--- src/sv/wsm_pkg.sv ---
// Package for the wildcard star pattern matcher: shared constants and types.
// Used by the top level; depends on nothing.
`timescale 1ns / 1ps

package wsm_pkg;

    localparam int PATTERN_MAX_DEF = 32;

    localparam logic [7:0] STAR_BYTE = 8'h2A;
    localparam logic [7:0] DOT_BYTE  = 8'h2E;

    typedef enum logic [1:0] {
        CMD_CLEAR  = 2'd0,
        CMD_APPEND = 2'd1,
        CMD_START  = 2'd2,
        CMD_FEED   = 2'd3
    } t_cmd;

    // How one sweep over the cells forms the new row.
    typedef enum logic [1:0] {
        MODE_REBUILD = 2'd0,
        MODE_FEED    = 2'd1,
        MODE_HOLD    = 2'd2
    } t_mode;

    typedef enum logic {
        ST_IDLE  = 1'b0,
        ST_SWEEP = 1'b1
    } t_state;

endpackage

--- src/sv/wsm_ram.sv ---
// Generic single-port-write, single-port-read RAM with a registered read.
// Depends on nothing.
`timescale 1ns / 1ps

module wsm_ram #(
    parameter int WIDTH = 8,
    parameter int DEPTH = 32
) (
    input  logic                     i_clk,
    input  logic                     i_we,
    input  logic [$clog2(DEPTH)-1:0] i_waddr,
    input  logic [WIDTH-1:0]         i_wdata,
    input  logic [$clog2(DEPTH)-1:0] i_raddr,
    output logic [WIDTH-1:0]         o_rdata
);

    logic [WIDTH-1:0] r_mem [DEPTH];
    logic [WIDTH-1:0] r_rdata;

    always_ff @(posedge i_clk) begin
        if (i_we) begin
            r_mem[i_waddr] <= i_wdata;
        end
        r_rdata <= r_mem[i_raddr];
    end

    assign o_rdata = r_rdata;

endmodule

--- src/sv/wildcard_star_pattern_matcher_unit.sv ---
// Top level of the wildcard star pattern matcher: command decode, cell sweep
// sequencer, match row shift register and result register. Uses wsm_pkg, wsm_ram.
`timescale 1ns / 1ps

// Usage. Each input item carries a command (clear pattern, append pattern byte,
// start text, feed text byte) and a byte. Every item yields exactly one result
// item with full_match (the text so far matches the whole pattern) and
// error_flag (append to a full pattern, or a star as the first pattern byte).
// Both channels use valid and stall; an item moves on an edge with valid high
// and stall low.
//
// Timing. The pattern sits in a RAM with a registered read. After an item is
// taken, a sequencer walks cells 0 to PATTERN_MAX, one cell per cycle while
// the walk is not held on its last cell, and shifts the new match row into a
// PATTERN_MAX+1 bit shift register. The result is registered when the walk
// ends; no new item is taken while the walk runs, so the walk over the cells,
// one RAM read per cell, sets the time that an item costs.
//
// Reset clears the pattern length, sets the row to the empty-text row and
// empties the result register; RAM contents stay undefined until written.
// A finished result waits in the output register while the next item is
// already accepted and walked; if the receiver still stalls when that walk
// ends, the walk holds on its last cell until the register frees up.

module wildcard_star_pattern_matcher_unit #(
    parameter int PATTERN_MAX = wsm_pkg::PATTERN_MAX_DEF
) (
    input  logic       i_clk,
    input  logic       i_rst_n,
    input  logic       i_in_valid,
    output logic       o_in_stall,
    input  logic [1:0] i_command,
    input  logic [7:0] i_byte_value,
    output logic       o_out_valid,
    input  logic       i_out_stall,
    output logic       o_full_match,
    output logic       o_error_flag
);

    localparam int LW = $clog2(PATTERN_MAX + 1);
    localparam int AW = $clog2(PATTERN_MAX);
    localparam logic [LW-1:0] K_LAST = LW'(PATTERN_MAX);
    localparam logic [LW-1:0] K_TWO  = LW'(2);
    localparam logic [LW-1:0] K_ONE  = LW'(1);
    localparam logic [AW-1:0] A_LAST = AW'(PATTERN_MAX - 1);

    wsm_pkg::t_state r_state, n_state;
    wsm_pkg::t_mode  r_mode, n_mode;

    logic [PATTERN_MAX:0] r_row, n_row;
    logic [LW-1:0]        r_len, n_len;
    logic [LW-1:0]        r_k, n_k;
    logic [7:0]           r_byte, n_byte;
    logic [7:0]           r_prev, n_prev;
    logic                 r_err, n_err;
    logic                 r_full, n_full;
    logic                 r_o1, n_o1, r_o2, n_o2;
    logic                 r_n1, n_n1, r_n2, n_n2;
    logic                 r_ovalid, n_ovalid;
    logic                 r_omatch, n_omatch;
    logic                 r_oerr, n_oerr;

    logic                 in_acc;
    logic                 out_free;
    logic                 step;
    logic                 mem_we;
    logic [AW-1:0]        raddr;
    logic [7:0]           rdata;
    logic                 nb;
    logic                 cell_on;
    logic                 byte_hit;
    logic                 prev_hit;
    wsm_pkg::t_cmd        cmd;

    assign cmd      = wsm_pkg::t_cmd'(i_command);
    assign in_acc   = i_in_valid && (r_state == wsm_pkg::ST_IDLE);
    assign out_free = !r_ovalid || !i_out_stall;
    // The last cell step may only run when the result register can take the result.
    assign step     = (r_state == wsm_pkg::ST_SWEEP) && ((r_k != K_LAST) || out_free);
    assign mem_we   = in_acc && (cmd == wsm_pkg::CMD_APPEND) && (r_len != K_LAST);
    // While the walk waits on its last cell the read keeps pointing at the
    // last pattern byte, so the word it needs stays on the RAM output.
    assign raddr    = (r_k == K_LAST) ? A_LAST : r_k[AW-1:0];

    wsm_ram #(
        .WIDTH (8),
        .DEPTH (PATTERN_MAX)
    ) u_pattern_ram (
        .i_clk   (i_clk),
        .i_we    (mem_we),
        .i_waddr (r_len[AW-1:0]),
        .i_wdata (i_byte_value),
        .i_raddr (raddr),
        .o_rdata (rdata)
    );

    // Step k forms row bit k. The RAM word read in the previous step is
    // pattern byte k-1. Old row bits k-2 and k-1 sit in r_o2 and r_o1, old bit k
    // is at the bottom of the shift register, new bits k-2, k-1 in r_n2, r_n1.
    assign cell_on  = (r_k != '0) && (r_k <= r_len);
    assign byte_hit = (rdata == r_byte) || (rdata == wsm_pkg::DOT_BYTE);
    assign prev_hit = (r_prev == r_byte) || (r_prev == wsm_pkg::DOT_BYTE);

    always_comb begin
        nb = 1'b0;
        case (r_mode)
            wsm_pkg::MODE_REBUILD: begin
                if (r_k == '0) begin
                    nb = 1'b1;
                end else if (cell_on && (rdata == wsm_pkg::STAR_BYTE) && (r_k >= K_TWO)) begin
                    nb = r_n2;
                end
            end
            wsm_pkg::MODE_FEED: begin
                if (cell_on) begin
                    if (rdata == wsm_pkg::STAR_BYTE) begin
                        // A star always quantifies the byte before it; a
                        // leading star has nothing to repeat and stays clear.
                        if (r_k >= K_TWO) begin
                            nb = prev_hit ? (r_n2 | r_o2 | r_row[0]) : r_n2;
                        end
                    end else begin
                        nb = byte_hit & r_o1;
                    end
                end
            end
            wsm_pkg::MODE_HOLD: begin
                nb = r_row[0];
            end
            default: begin
                nb = 1'b0;
            end
        endcase
    end

    always_comb begin
        n_state  = r_state;
        n_mode   = r_mode;
        n_row    = r_row;
        n_len    = r_len;
        n_k      = r_k;
        n_byte   = r_byte;
        n_prev   = r_prev;
        n_err    = r_err;
        n_full   = r_full;
        n_o1     = r_o1;
        n_o2     = r_o2;
        n_n1     = r_n1;
        n_n2     = r_n2;
        n_ovalid = r_ovalid;
        n_omatch = r_omatch;
        n_oerr   = r_oerr;

        if (r_ovalid && !i_out_stall) begin
            n_ovalid = 1'b0;
        end

        case (r_state)
            wsm_pkg::ST_IDLE: begin
                if (in_acc) begin
                    n_state = wsm_pkg::ST_SWEEP;
                    n_k     = '0;
                    n_byte  = i_byte_value;
                    n_err   = 1'b0;
                    n_full  = 1'b0;
                    case (cmd)
                        wsm_pkg::CMD_CLEAR: begin
                            n_len  = '0;
                            n_mode = wsm_pkg::MODE_REBUILD;
                        end
                        wsm_pkg::CMD_APPEND: begin
                            if (r_len == K_LAST) begin
                                n_err  = 1'b1;
                                n_mode = wsm_pkg::MODE_HOLD;
                            end else begin
                                n_err  = (r_len == '0) && (i_byte_value == wsm_pkg::STAR_BYTE);
                                n_len  = r_len + K_ONE;
                                n_mode = wsm_pkg::MODE_REBUILD;
                            end
                        end
                        wsm_pkg::CMD_START: begin
                            n_mode = wsm_pkg::MODE_REBUILD;
                        end
                        default: begin
                            n_mode = wsm_pkg::MODE_FEED;
                        end
                    endcase
                end
            end
            wsm_pkg::ST_SWEEP: begin
                if (step) begin
                    n_row  = {nb, r_row[PATTERN_MAX:1]};
                    n_o2   = r_o1;
                    n_o1   = r_row[0];
                    n_n2   = r_n1;
                    n_n1   = nb;
                    n_prev = rdata;
                    n_k    = r_k + K_ONE;
                    if (r_k == r_len) begin
                        n_full = nb;
                    end
                    if (r_k == K_LAST) begin
                        n_state  = wsm_pkg::ST_IDLE;
                        n_ovalid = 1'b1;
                        n_omatch = (r_k == r_len) ? nb : r_full;
                        n_oerr   = r_err;
                    end
                end
            end
            default: begin
                n_state = wsm_pkg::ST_IDLE;
            end
        endcase
    end

    always_ff @(posedge i_clk) begin
        if (!i_rst_n) begin
            r_state  <= wsm_pkg::ST_IDLE;
            r_row    <= (PATTERN_MAX + 1)'(1);
            r_len    <= '0;
            r_ovalid <= 1'b0;
        end else begin
            r_state  <= n_state;
            r_row    <= n_row;
            r_len    <= n_len;
            r_ovalid <= n_ovalid;
        end
    end

    always_ff @(posedge i_clk) begin
        r_mode   <= n_mode;
        r_k      <= n_k;
        r_byte   <= n_byte;
        r_prev   <= n_prev;
        r_err    <= n_err;
        r_full   <= n_full;
        r_o1     <= n_o1;
        r_o2     <= n_o2;
        r_n1     <= n_n1;
        r_n2     <= n_n2;
        r_omatch <= n_omatch;
        r_oerr   <= n_oerr;
    end

    assign o_in_stall   = (r_state != wsm_pkg::ST_IDLE);
    assign o_out_valid  = r_ovalid;
    assign o_full_match = r_omatch;
    assign o_error_flag = r_oerr;

    // A result only appears at the end of a walk over all cells.
    a_result_from_walk: assert property (@(posedge i_clk) disable iff (!i_rst_n)
        $rose(o_out_valid) |-> $past(r_state == wsm_pkg::ST_SWEEP && r_k == K_LAST))
        else $error("result appeared without a finished cell walk");

    // A taken item always starts its walk at cell zero.
    a_walk_start: assert property (@(posedge i_clk) disable iff (!i_rst_n)
        in_acc |=> (r_state == wsm_pkg::ST_SWEEP && r_k == '0))
        else $error("cell walk did not start at cell zero");

    // The pattern length never passes the pattern capacity.
    a_len_bound: assert property (@(posedge i_clk) disable iff (!i_rst_n)
        r_len <= K_LAST)
        else $error("pattern length exceeds capacity");

    // The RAM is only written between walks, never while cells are read.
    a_no_write_in_walk: assert property (@(posedge i_clk) disable iff (!i_rst_n)
        mem_we |-> (r_state == wsm_pkg::ST_IDLE))
        else $error("pattern RAM written during a cell walk");

endmodule
--- config.mk ---
export PLATFORM = sky130hd
export DESIGN_NAME = wildcard_star_pattern_matcher_unit
export DESIGN_NICKNAME = d
export VERILOG_FILES = /design/src/sv/wsm_pkg.sv /design/src/sv/wsm_ram.sv /design/src/sv/wildcard_star_pattern_matcher_unit.sv
export SDC_FILE = /design/constraint.sdc
export NUM_CORES = 1
export LEC_CHECK = 0
export BUFFER_PORTS_ARGS = -buffer_cell sky130_fd_sc_hd__clkbuf_2
export CAP_MARGIN = 20
export CORE_UTILIZATION = 56
export CTS_CLUSTER_DIAMETER = 150
export DETAILED_ROUTE_END_ITERATION = 16
export GPL_TIMING_DRIVEN = 0
export PLACE_DENSITY = 0.75
export SLEW_MARGIN = 20
export SYNTH_ARGS = -nofsm -noshare
export SYNTH_HDL_FRONTEND = slang
export SYNTH_SLANG_ARGS = --single-unit
export TNS_END_PERCENT = 5
--- constraint.sdc ---
create_clock -name i_clk -period 3 [get_ports i_clk]
set_input_delay 0.75 -clock i_clk [delete_from_list [all_inputs] [get_ports i_clk]]
set_output_delay 0.75 -clock i_clk [all_outputs]
set_load 0.01 [all_outputs]
### After elaboration in Yosys (flattened, before gate mapping)

Memories as Yosys holds them, arrays and structs flattened. A register that Yosys moved wholly into a read port is not among the register bits.
Index checks and enable logic that the tools add are counted.

| word-level totals | value |
|---|---|
| flip-flop bits (word level) | 73 |
| latch bits | 0 |
| memory bits (writable) | 256 |
| ROM bits | 0 |
| output and inout port bits | 4 |
| memories kept | 1 |

| operators by class | value |
|---|---|
| add/sub/neg operators | 2 |
| multipliers | 0 |
| divide/modulo/power cells | 0 |
| magnitude comparators | 2 |
| equal/unequal tests | 18 |
| shift operators | 0 |
| mux-type cells | 30 |
| bitwise operators | 4 |
| reductions and logical operators | 27 |

Memory list:

| name | depth | width | rd ports | clocked after memory_dff | wr ports | RTL line | RTL |
|---|---|---|---|---|---|---|---|
| u_pattern_ram.r_mem | 32 | 8 | 1 | 1 | 1 | wsm_ram.sv:17 | `logic [WIDTH-1:0] r_mem [DEPTH];` |

Operators with widths:

| cell | count |
|---|---|
| equality test 8 x 6 -> 1 bit, second input constant | 4 |
| case mux 6 bit (2 select lines) | 2 |
| 2-to-1 mux 1 bit | 19 |
| 2-to-1 mux 6 bit | 3 |
| equality test 8 bit | 2 |
| adder 6 x 1 -> 6 bit, second input constant | 2 |
| equality test 6 bit, second input constant | 2 |
| logical NOT 6 bit | 2 |
| != test 6 bit, second input constant | 2 |
| logical AND 1 bit | 9 |
| equality test 6 bit | 1 |
| >= comparator 6 x 2 -> 1 bit, second input constant | 1 |
| less-or-equal comparator 6 bit | 1 |
| AND reduction 2 bit | 3 |
| nonzero test 6 bit | 1 |
| 2-to-1 mux 5 bit | 1 |
| equality test 2 x 1 -> 1 bit, second input constant | 2 |
| equality test 2 bit, second input constant | 2 |
| logical NOT 2 bit | 2 |
| logical OR 1 bit | 4 |
| != test 2 bit, second input constant | 2 |
| case mux 1 bit (2 select lines) | 2 |
| case mux 2 bit (2 select lines) | 1 |
| AND reduction 4 bit | 1 |
| other kinds (10) | 12 |

### Depth between registers and ports, before layout

Gate-level depths: netlist (run 1).

| logic depth | value |
|---|---|
| word-level depth | 10 |
| mapped depth | 13 |

### Hierarchy

Synthesis (run 1) repeated with hierarchy kept, for this count alone.

| second synthesis, totals | value |
|---|---|
| cell total of the unflattened synthesis | 738 |
| area, all modules | 13,492.9 sq um |

By module, submodules not included:

| module | instances | cells an instance | area each (sq um) | sequential area each (sq um) |
|---|---|---|---|---|
| wsm_ram | 1 | 417 | 10,053.4 | 7,847.5 |
| wildcard_star_pattern_matcher_unit | 1 | 321 | 3,439.5 | 1,781.7 |

### Worst setup path before layout (run 1)

OpenSTA, ideal clock, no wires.

| path | value |
|---|---|
| kind | reg-to-reg |
| from | register r_k[0] |
| to | register r_row[32] |
| arrival | 2.756 ns |
| required time | 2.852 ns |
| setup slack | 0.096 ns |
| cell stages (with the launch flop) | 13 |
| buffers on the path | 4 |
| clock period less this slack | 2.904 ns |
| cells stage by stage | edfxtp_1 -> buf_2 -> clkinv_1 -> clkbuf_1 -> ha_1 -> nor4bb_4 -> buf_6 -> nand2_2 -> o21ai_2 -> inv_2 -> clkbuf_1 -> o21ai_0 -> a21oi_1 |

| on the way | value |
|---|---|
| word-level cells in the longest chain between the ends | 7 |

Ends and longest elaborated chain:

| what | RTL line | RTL |
|---|---|---|
| start, declared | wildcard_star_pattern_matcher_unit.sv:52 | `logic [LW-1:0] r_k, n_k;` |
| start signal, assigned | wildcard_star_pattern_matcher_unit.sv:232 | `r_k <= n_k;` |
| less-or-equal comparator 6 bit or nonzero test 6 bit (tied branches) | wildcard_star_pattern_matcher_unit.sv:100 | `assign cell_on = (r_k != '0) && (r_k <= r_len);` |
| logical AND 1 bit | wildcard_star_pattern_matcher_unit.sv:100 |  |
| logical AND 1 bit (2 in series) | wildcard_star_pattern_matcher_unit.sv:110 | `end else if (cell_on && (rdata == wsm_pkg::STAR_BYTE) && (r_k >= K_TWO)) begin` |
| 2-to-1 mux 1 bit | wildcard_star_pattern_matcher_unit.sv:110 |  |
| 2-to-1 mux 1 bit | wildcard_star_pattern_matcher_unit.sv:108 | `if (r_k == '0) begin` |
| case mux 1 bit (3 select lines) | wildcard_star_pattern_matcher_unit.sv:106 | `case (r_mode)` |
| end signal, assigned | wildcard_star_pattern_matcher_unit.sv:219 | `r_row <= (PATTERN_MAX + 1)'(1);` |
| end signal, assigned | wildcard_star_pattern_matcher_unit.sv:224 | `r_row <= n_row;` |
| end, declared | wildcard_star_pattern_matcher_unit.sv:50 | `logic [PATTERN_MAX:0] r_row, n_row;` |

Several ways; a longest one is shown, not always the timed one.
A chain may end at the register's enable or synchronous reset.

### Worst setup path in the final report (run 1)

| path | value |
|---|---|
| from | register r_k[0] |
| to | register u_pattern_ram.r_rdata[1], in the netlist u_pattern_ram.o_rdata[1], read port of u_pattern_ram.r_mem |

| on the way | value |
|---|---|
| word-level cells in the longest chain between the ends | 2 |

Ends and longest elaborated chain:

| what | RTL line | RTL |
|---|---|---|
| equality test 6 bit | wildcard_star_pattern_matcher_unit.sv:83 | `assign raddr = (r_k == K_LAST) ? A_LAST : r_k[AW-1:0];` |
| 2-to-1 mux 5 bit * | wildcard_star_pattern_matcher_unit.sv:83 |  |
| end, declared | wsm_ram.sv:18 | `logic [WIDTH-1:0] r_rdata;` |

Every way passes the cells marked *; elsewhere a longest branch is shown, timed or not.

==> impl_metrics.yaml, run 1 <==
logic_synthesis:
  ys_types: 63
  syn_area_per_cell_um2: 12.9
  async_reset_ff_share_pct: 0
  synth_area_um2: 13800
  ys_seq_area_share_pct: 69.7
  yosys_warnings: 0
  synth_flop_cell: "edfxtp_1"
  synth_seq_cells: 337
  synth-edff-count: 288
  synth_top_area_share_pct: 62.6
  synthesis.nets: 1094
  ys_top_cells_by_area: "edfxtp_1 63%, dfxtp_1 7.1%, nand2_1 6.0%, a21boi_0 2.1%, a21oi_1 2.1%"
  synthCells: 1067
  synth_top_cell_by_area: "edfxtp_1"
cts:
  h-tree-depth: 2
  clk_latency_ns: 0.52
  cts_buffers: 35
  clkTransAtPathRegs_ns: 0.06
  cts.sinks: 337
  cts_tree: "yes"
  cts_buffer_depth: 3
  hold_buffers: 0
  clock-root-buffer: "clkbuf_16"
finish:
  finalNetCount: 1150
  fin_cells: 1473
  post-route-util_pct: 65.5
  antenna_cells: 0
  final_common_cell: "edfxtp_1"
  layout-drive-gt1-share_pct: 14.8
  layout_common_cells: "288 x edfxtp_1, 221 x nand2_1, 58 x nor2_1"
  area_growth_pct: 15.0
floorplanning:
  fp-row-count: 57
  die_area_um2: 25300
  coreArea_um2: 24200
  die_x_um: 159
  start_util_pct: 57.0
  die_h_um: 159
  io_pins: 18
placed_design:
  routabilityCongestion: 0.878
  dp_cells: 1407
  post-place-ws_ns: -1.10
  hpwl_um: 20300
  port_buffers: 16
global_route:
  grt_usage_pct: 25.5
  grt_overflow: 0
  grt_max_degree: 35
  grt_pass1_wl_um: 48800
  grt_pass1_vias: 8834
  antenna_found_initial: 0
power_and_ir_drop:
  pwr_density_cell_nw_per_um2: 678
  peakVddDrop_mv: 0.376
  power.leakage_nw: 5.25
drt:
  wl_per_cell_um: 21.6
  via_per_inst: 6.09
  wl_um: 31800
  drc_errors: 0
  first_pass_iters: 7
  dr.first_iter.drc_count: 1020
  antenna_left: 0
  vias: 8976
timing:
  min_period_over_period_pct: 98.2
  setup_slack_ns: 0.0548
  final-hold-violation-count: 0
  rsz0062_at_grt: "yes"
  max_slew_margin_pct: 41.0
  skew_ns: 0.0157
  holdWs_ns: 0.429
  max_freq_mhz: 340
  min_period_ns: 2.95
  setup_violations: 0
  tns_ns: 0
  slew_violations: 0
  worstMarginPinSlew_ns: 0.885
worst_setup_path:
  critPathKind: "flip-flop to flip-flop"
  crit_fanout: 12
  end_kind: "flip-flop"
  start_kind: "flip-flop"
  required_ns: 3.37
  arrival_ns: 3.32
worst_hold_path:
  hold_class: "flip-flop to flip-flop"
outcome:
  status: "complete, no violations"
flow_run:
  maxCapViolCount: 0
==> worst max-delay path: stages (launching register included) <==
cell and delay [ns]:
edfxtp_1 0.40, buf_4 0.20, clkinv_4 0.11, buf_8 0.17, ha_2 0.23, nand4bb_1 0.15
buf_6 0.19, nand2_4 0.12, buf_6 0.20, mux2i_1 0.34, a32oi_1 0.16, a2111oi_2 0.43
a211oi_2 0.10
==> final cells by class <==
type / instances / area (µm²)
plain buffers: 55 / 358
clock inverters: 17 / 138
clock buffers: 46 / 1000
repair buffers: 19 / 103
inverters: 12 / 50.0
fillers: 1685 / 8360
well taps: 324 / 405
flip-flops and latches: 337 / 9630
multi-input cells: 663 / 4210
==> registers in the layout, summed over array words and instances (netlist names) <==
name and cells:
o_in_stall 1, r_prev 8, r_len 6, o_error_flag 1
r_o1 1, r_k 6, o_out_valid 1, r_n1 1
r_full 1, u_pattern_ram.o_rdata 8, r_err 1, u_pattern_ram.r_mem 256
o_full_match 1, r_n2 1, r_byte 8, r_o2 1
r_row 33, r_mode 2
==> repair_timing <==
item	CTS	global route
endpoints found under the setup margin	63	43
resized for setup	75	33
buffers inserted	0	3
pin swaps	3	15
==> cell usage after synthesis (all sizes together), types with 9 or more instances <==
cell and count:
dfxtp 49, xor2 14, nor3 13, ha 13
buf 33, mux2i 24, a32oi 15, a21boi 39
nand3 22, and3 10, and2 9, nand4 11
nand2 224, a211oi 12, xnor2 10, a21oi 60
a31oi 16, nor2 62, o21ai 24, a2111oi 18
edfxtp 288, clkbuf 22, inv 9
==> per-stage QoR <==
step	cell area, µm²	total power, W
detailed placement	14300	0.00643
CTS	15700	0.0107
finish	15900	0.0108
floorplan	13800	0.00602
global route	15900	0.0111
global placement	14300	0.00640
==> power breakdown <==
group	total, W	switching, W	internal, W
logic	0.00128	0.000848	0.000431
clock network	0.00423	0.00172	0.00252
registers	0.00526	0.0000750	0.00518
==> worst paths after layout <==
kind              startpoint                  endpoint  slack [ns]  cells past startpoint
hold reg to reg         r_n1                      r_n2        0.43                      0
hold / removal          r_n1                      r_n2        0.43                      0
setup / recovery      r_k[0]  u_pattern_ram.o_rdata[1]        0.05                     12
setup reg to reg      r_k[0]  u_pattern_ram.o_rdata[1]        0.05                     12
==> cells by family (layout without fill, tap and decap cells) <==
family,count (synthesis),count (layout),share of synthesized area (%)
xor gates and xnor gates,24,24,1.52
buffers and inverters,67,149,2.48
AOI/OAI and AO/OA,215,215,10.7
DFF,337,337,69.7
adders and majority gates,13,13,1.18
muxes,25,25,1.90
and+or+nand+nor,386,386,12.6
==> metal layers <==
layer	up-vias	wire length (µm)	track usage (%)	share of wire, %
met5	-	0	0	0
met4	0	1320	12.1	4.1
met3	102	2930	5.81	9.2
met1	4348	12900	34.2	41
met2	441	14700	39.7	46
li1	4085	-	-	-
No activity file was read; power rests on OpenSTA's default activity.
==> run 2, diff against run 1 <==
--- a/config.mk
+++ b/config.mk
@@ -5,11 +5,12 @@
 export SDC_FILE = /design/constraint.sdc
 export NUM_CORES = 1
 export LEC_CHECK = 0
-export BUFFER_PORTS_ARGS = -buffer_cell sky130_fd_sc_hd__clkbuf_2
+export ABC_AREA = 1
 export CAP_MARGIN = 20
-export CORE_UTILIZATION = 56
+export CORE_UTILIZATION = 57
 export CTS_CLUSTER_DIAMETER = 150
 export DETAILED_ROUTE_END_ITERATION = 16
+export DONT_BUFFER_PORTS = 1
 export GPL_TIMING_DRIVEN = 0
 export PLACE_DENSITY = 0.75
 export SLEW_MARGIN = 20
==> run 2 against run 1 <==
Setup slack got worse by 0.050 ns. Critical endpoint is now u_pattern_ram.o_rdata[2]. Final area down 4.2%. Clock skew decreased by 0.0039 ns. Global-route usage up 1.3 points. Sequential share of layout area up 2.6 points. Critical path type unchanged. Synthesized area shrank 1.7%.
==> impl_metrics.yaml, run 2 <==
cts:
  cts.sinks: 337
  clk_latency_ns: 0.52
  clock-root-buffer: "clkbuf_16"
  h-tree-depth: 2
  cts_buffer_depth: 3
  cts_buffers: 35
  cts_setup_buffers: 0
  cts_tree: "yes"
  clkTransAtPathRegs_ns: 0.06
timing:
  min_period_ns: 3.00
  max_slew_margin_pct: 35.0
  skew_ns: 0.0118
  min_period_over_period_pct: 99.9
  worstMarginPinSlew_ns: 0.975
  slew_violations: 0
  final-hold-violation-count: 0
  max_freq_mhz: 334
  setup_violations: 0
  holdWs_ns: 0.324
  rsz0062_at_grt: "yes"
logic_synthesis:
  yosys_warnings: 0
  synth_top_area_share_pct: 63.7
  ys_top_cells_by_area: "edfxtp_1 64%, dfxtp_1 7.2%, nor2_1 6.8%, o21ai_0 4.8%, nand2_1 2.4%"
  synth_area_um2: 13600
  ys_seq_area_share_pct: 70.9
  synth_commonest_cells: "288 x edfxtp_1, 247 x nor2_1, 131 x o21ai_0"
  synth_seq_cells: 337
  syn_area_per_cell_um2: 12.0
  synthCells: 1136
  ys_types: 34
  synth-edff-count: 288
  synth_top_cell_by_area: "edfxtp_1"
  post-synth-top-count-cell: "edfxtp_1"
  synthesis.nets: 1163
  async_reset_ff_share_pct: 0
  synth_flop_cell: "edfxtp_1"
global_route:
  grt_pass1_vias: 8601
  gr-usage-met2_pct: 43.9
  grt_overflow: 0
  grt_max_degree: 35
  grt_usage_pct: 26.8
  gr-usage-met3_pct: 5.01
  use_met1_pct: 35.1
  grt-busiest-layer: "met2"
  grt_pass1_wl_um: 48200
  antenna_found_initial: 0
floorplanning:
  coreArea_um2: 23400
  start_util_pct: 58.0
  fp-row-count: 56
  die_x_um: 156
  io_pins: 18
  die_h_um: 156
  die_area_um2: 24400
flow_run:
  maxCapViolCount: 0
drt:
  via_per_inst: 6.01
  dr.first_iter.drc_count: 1067
  wl_per_cell_um: 21.2
  vias: 9124
  wl_um: 32100
  first_pass_iters: 8
  antenna_left: 0
  drc_errors: 0
power_and_ir_drop:
  pwr_density_cell_nw_per_um2: 692
  peakVddDrop_mv: 0.484
  power.leakage_nw: 5.16
placed_design:
  placed_area_um2: 14000
  routabilityCongestion: 0.885
  hpwl_um: 20300
  port_buffers: 0
finish:
  finalNetCount: 1200
  largest_reg_flops: 256
  antenna_cells: 0
  regMostFlops: "u_pattern_ram.r_mem"
  layout_common_cells: "288 x edfxtp_1, 214 x nor2_1, 131 x o21ai_0"
  largestRegisters: "u_pattern_ram.r_mem: 256 flops, r_row: 33 flops"
  postLayoutCellArea_um2: 15200
  area_growth_pct: 12.1
  final_common_cell: "edfxtp_1"
  layout-drive-gt1-share_pct: 11.4
worst_hold_path:
  hold_depth: 0
  hold_class: "primary input to flip-flop"
  min_from: "i_byte_value[7]"
  hold_end: "u_pattern_ram.r_mem[4][7]"
worst_setup_path:
  arrival_ns: 3.40
  r2r_slack_ns: 0.004
  crit_fanout: 10
  r2r_start: "r_k[0]"
  required_ns: 3.41
  rr_worst_depth: 10
  critPathKind: "flip-flop to flip-flop"
  end_kind: "flip-flop"
  r2r-end: "u_pattern_ram.o_rdata[2]"
  start_kind: "flip-flop"
outcome:
  status: "complete, no violations"
==> run 2: power by group <==
part           internal, W  switching [W]  leakage, nW
Sequential         0.00521      0.0000861         3.02
Combinational     0.000365       0.000818         1.62
Clock              0.00231        0.00174        0.525
==> run 2: worst max-delay path by stage <==
stage	from	endpoint	slack, ns	cells past startpoint
after floorplan	i_in_valid	u_pattern_ram.r_mem[0][0]	0.24	6
after global placement	i_in_valid	u_pattern_ram.r_mem[15][1]	-0.65	6
after detailed placement	i_in_valid	u_pattern_ram.r_mem[15][1]	-0.68	6
final	r_k[0]	u_pattern_ram.o_rdata[2]	0.004	10
after CTS	o_in_stall	u_pattern_ram.r_mem[28][4]	-0.18	6
after global routing	r_k[0]	u_pattern_ram.o_rdata[2]	-0.08	10
==> run 2: cells by family (layout without fill, tap and decap cells) <==
logic type | after synthesis | count (layout) | synth area share [%]
simple gates | 377 | 377 | 11.2
flops | 337 | 337 | 70.9
compound gates | 281 | 281 | 12.2
buf+inv | 113 | 175 | 3.58
xor+xnor | 15 | 15 | 0.967
fa+ha+maj | 13 | 13 | 1.20
==> run 2: layout make-up <==
cell class	count	area (µm²)
well taps	319	399
multi-input cells	686	3640
fillers	1738	8180
clock inverters	21	140
plain buffers	60	289
inverters	53	199
clock buffers	41	930
flip-flops and latches	337	9630
==> run 2: layer usage <==
| layer | share of wire, % | wire length [µm] |
|---|---|---|
| met5 | 0 | 0 |
| met4 | 3.0 | 963 |
| met3 | 8.8 | 2830 |
| met2 | 48 | 15500 |
| met1 | 40 | 12800 |
==> run 2: through the flow <==
stage	setup WS, ns	power [W]	std cells	TNS [ns]	util (%)
floorplan	0.239	0.00616	1136	0	-
global placement	-0.651	0.00649	1455	-136.18	59.7
detailed placement	-0.675	0.00653	1455	-142.06	59.7
CTS	-0.179	0.0105	1517	-9.61	64.6
global route	-0.0814	0.0108	1517	-0.169	65.1
finish	0.00435	0.0105	1517	0	65.1
==> run 2: worst max-delay path: stages (launching register included) <==
cell,delay (ns)
edfxtp_1,0.42
inv_1,0.18
ha_1,0.26
nand4_4,0.17
nand2_1,0.41
clkbuf_1,0.52
o221ai_1,0.26
o211ai_1,0.28
nand2_1,0.21
nand2_1,0.11
nand2_1,0.06
==> run 2: repair_timing <==
| action | 4_1_cts | 5_1_grt |
|---|---|---|
| gates resized for setup | 26 | 30 |
| endpoints found under the setup margin | 256 | 261 |
| pin swaps | 0 | 0 |
| hold buffers | 0 | 0 |
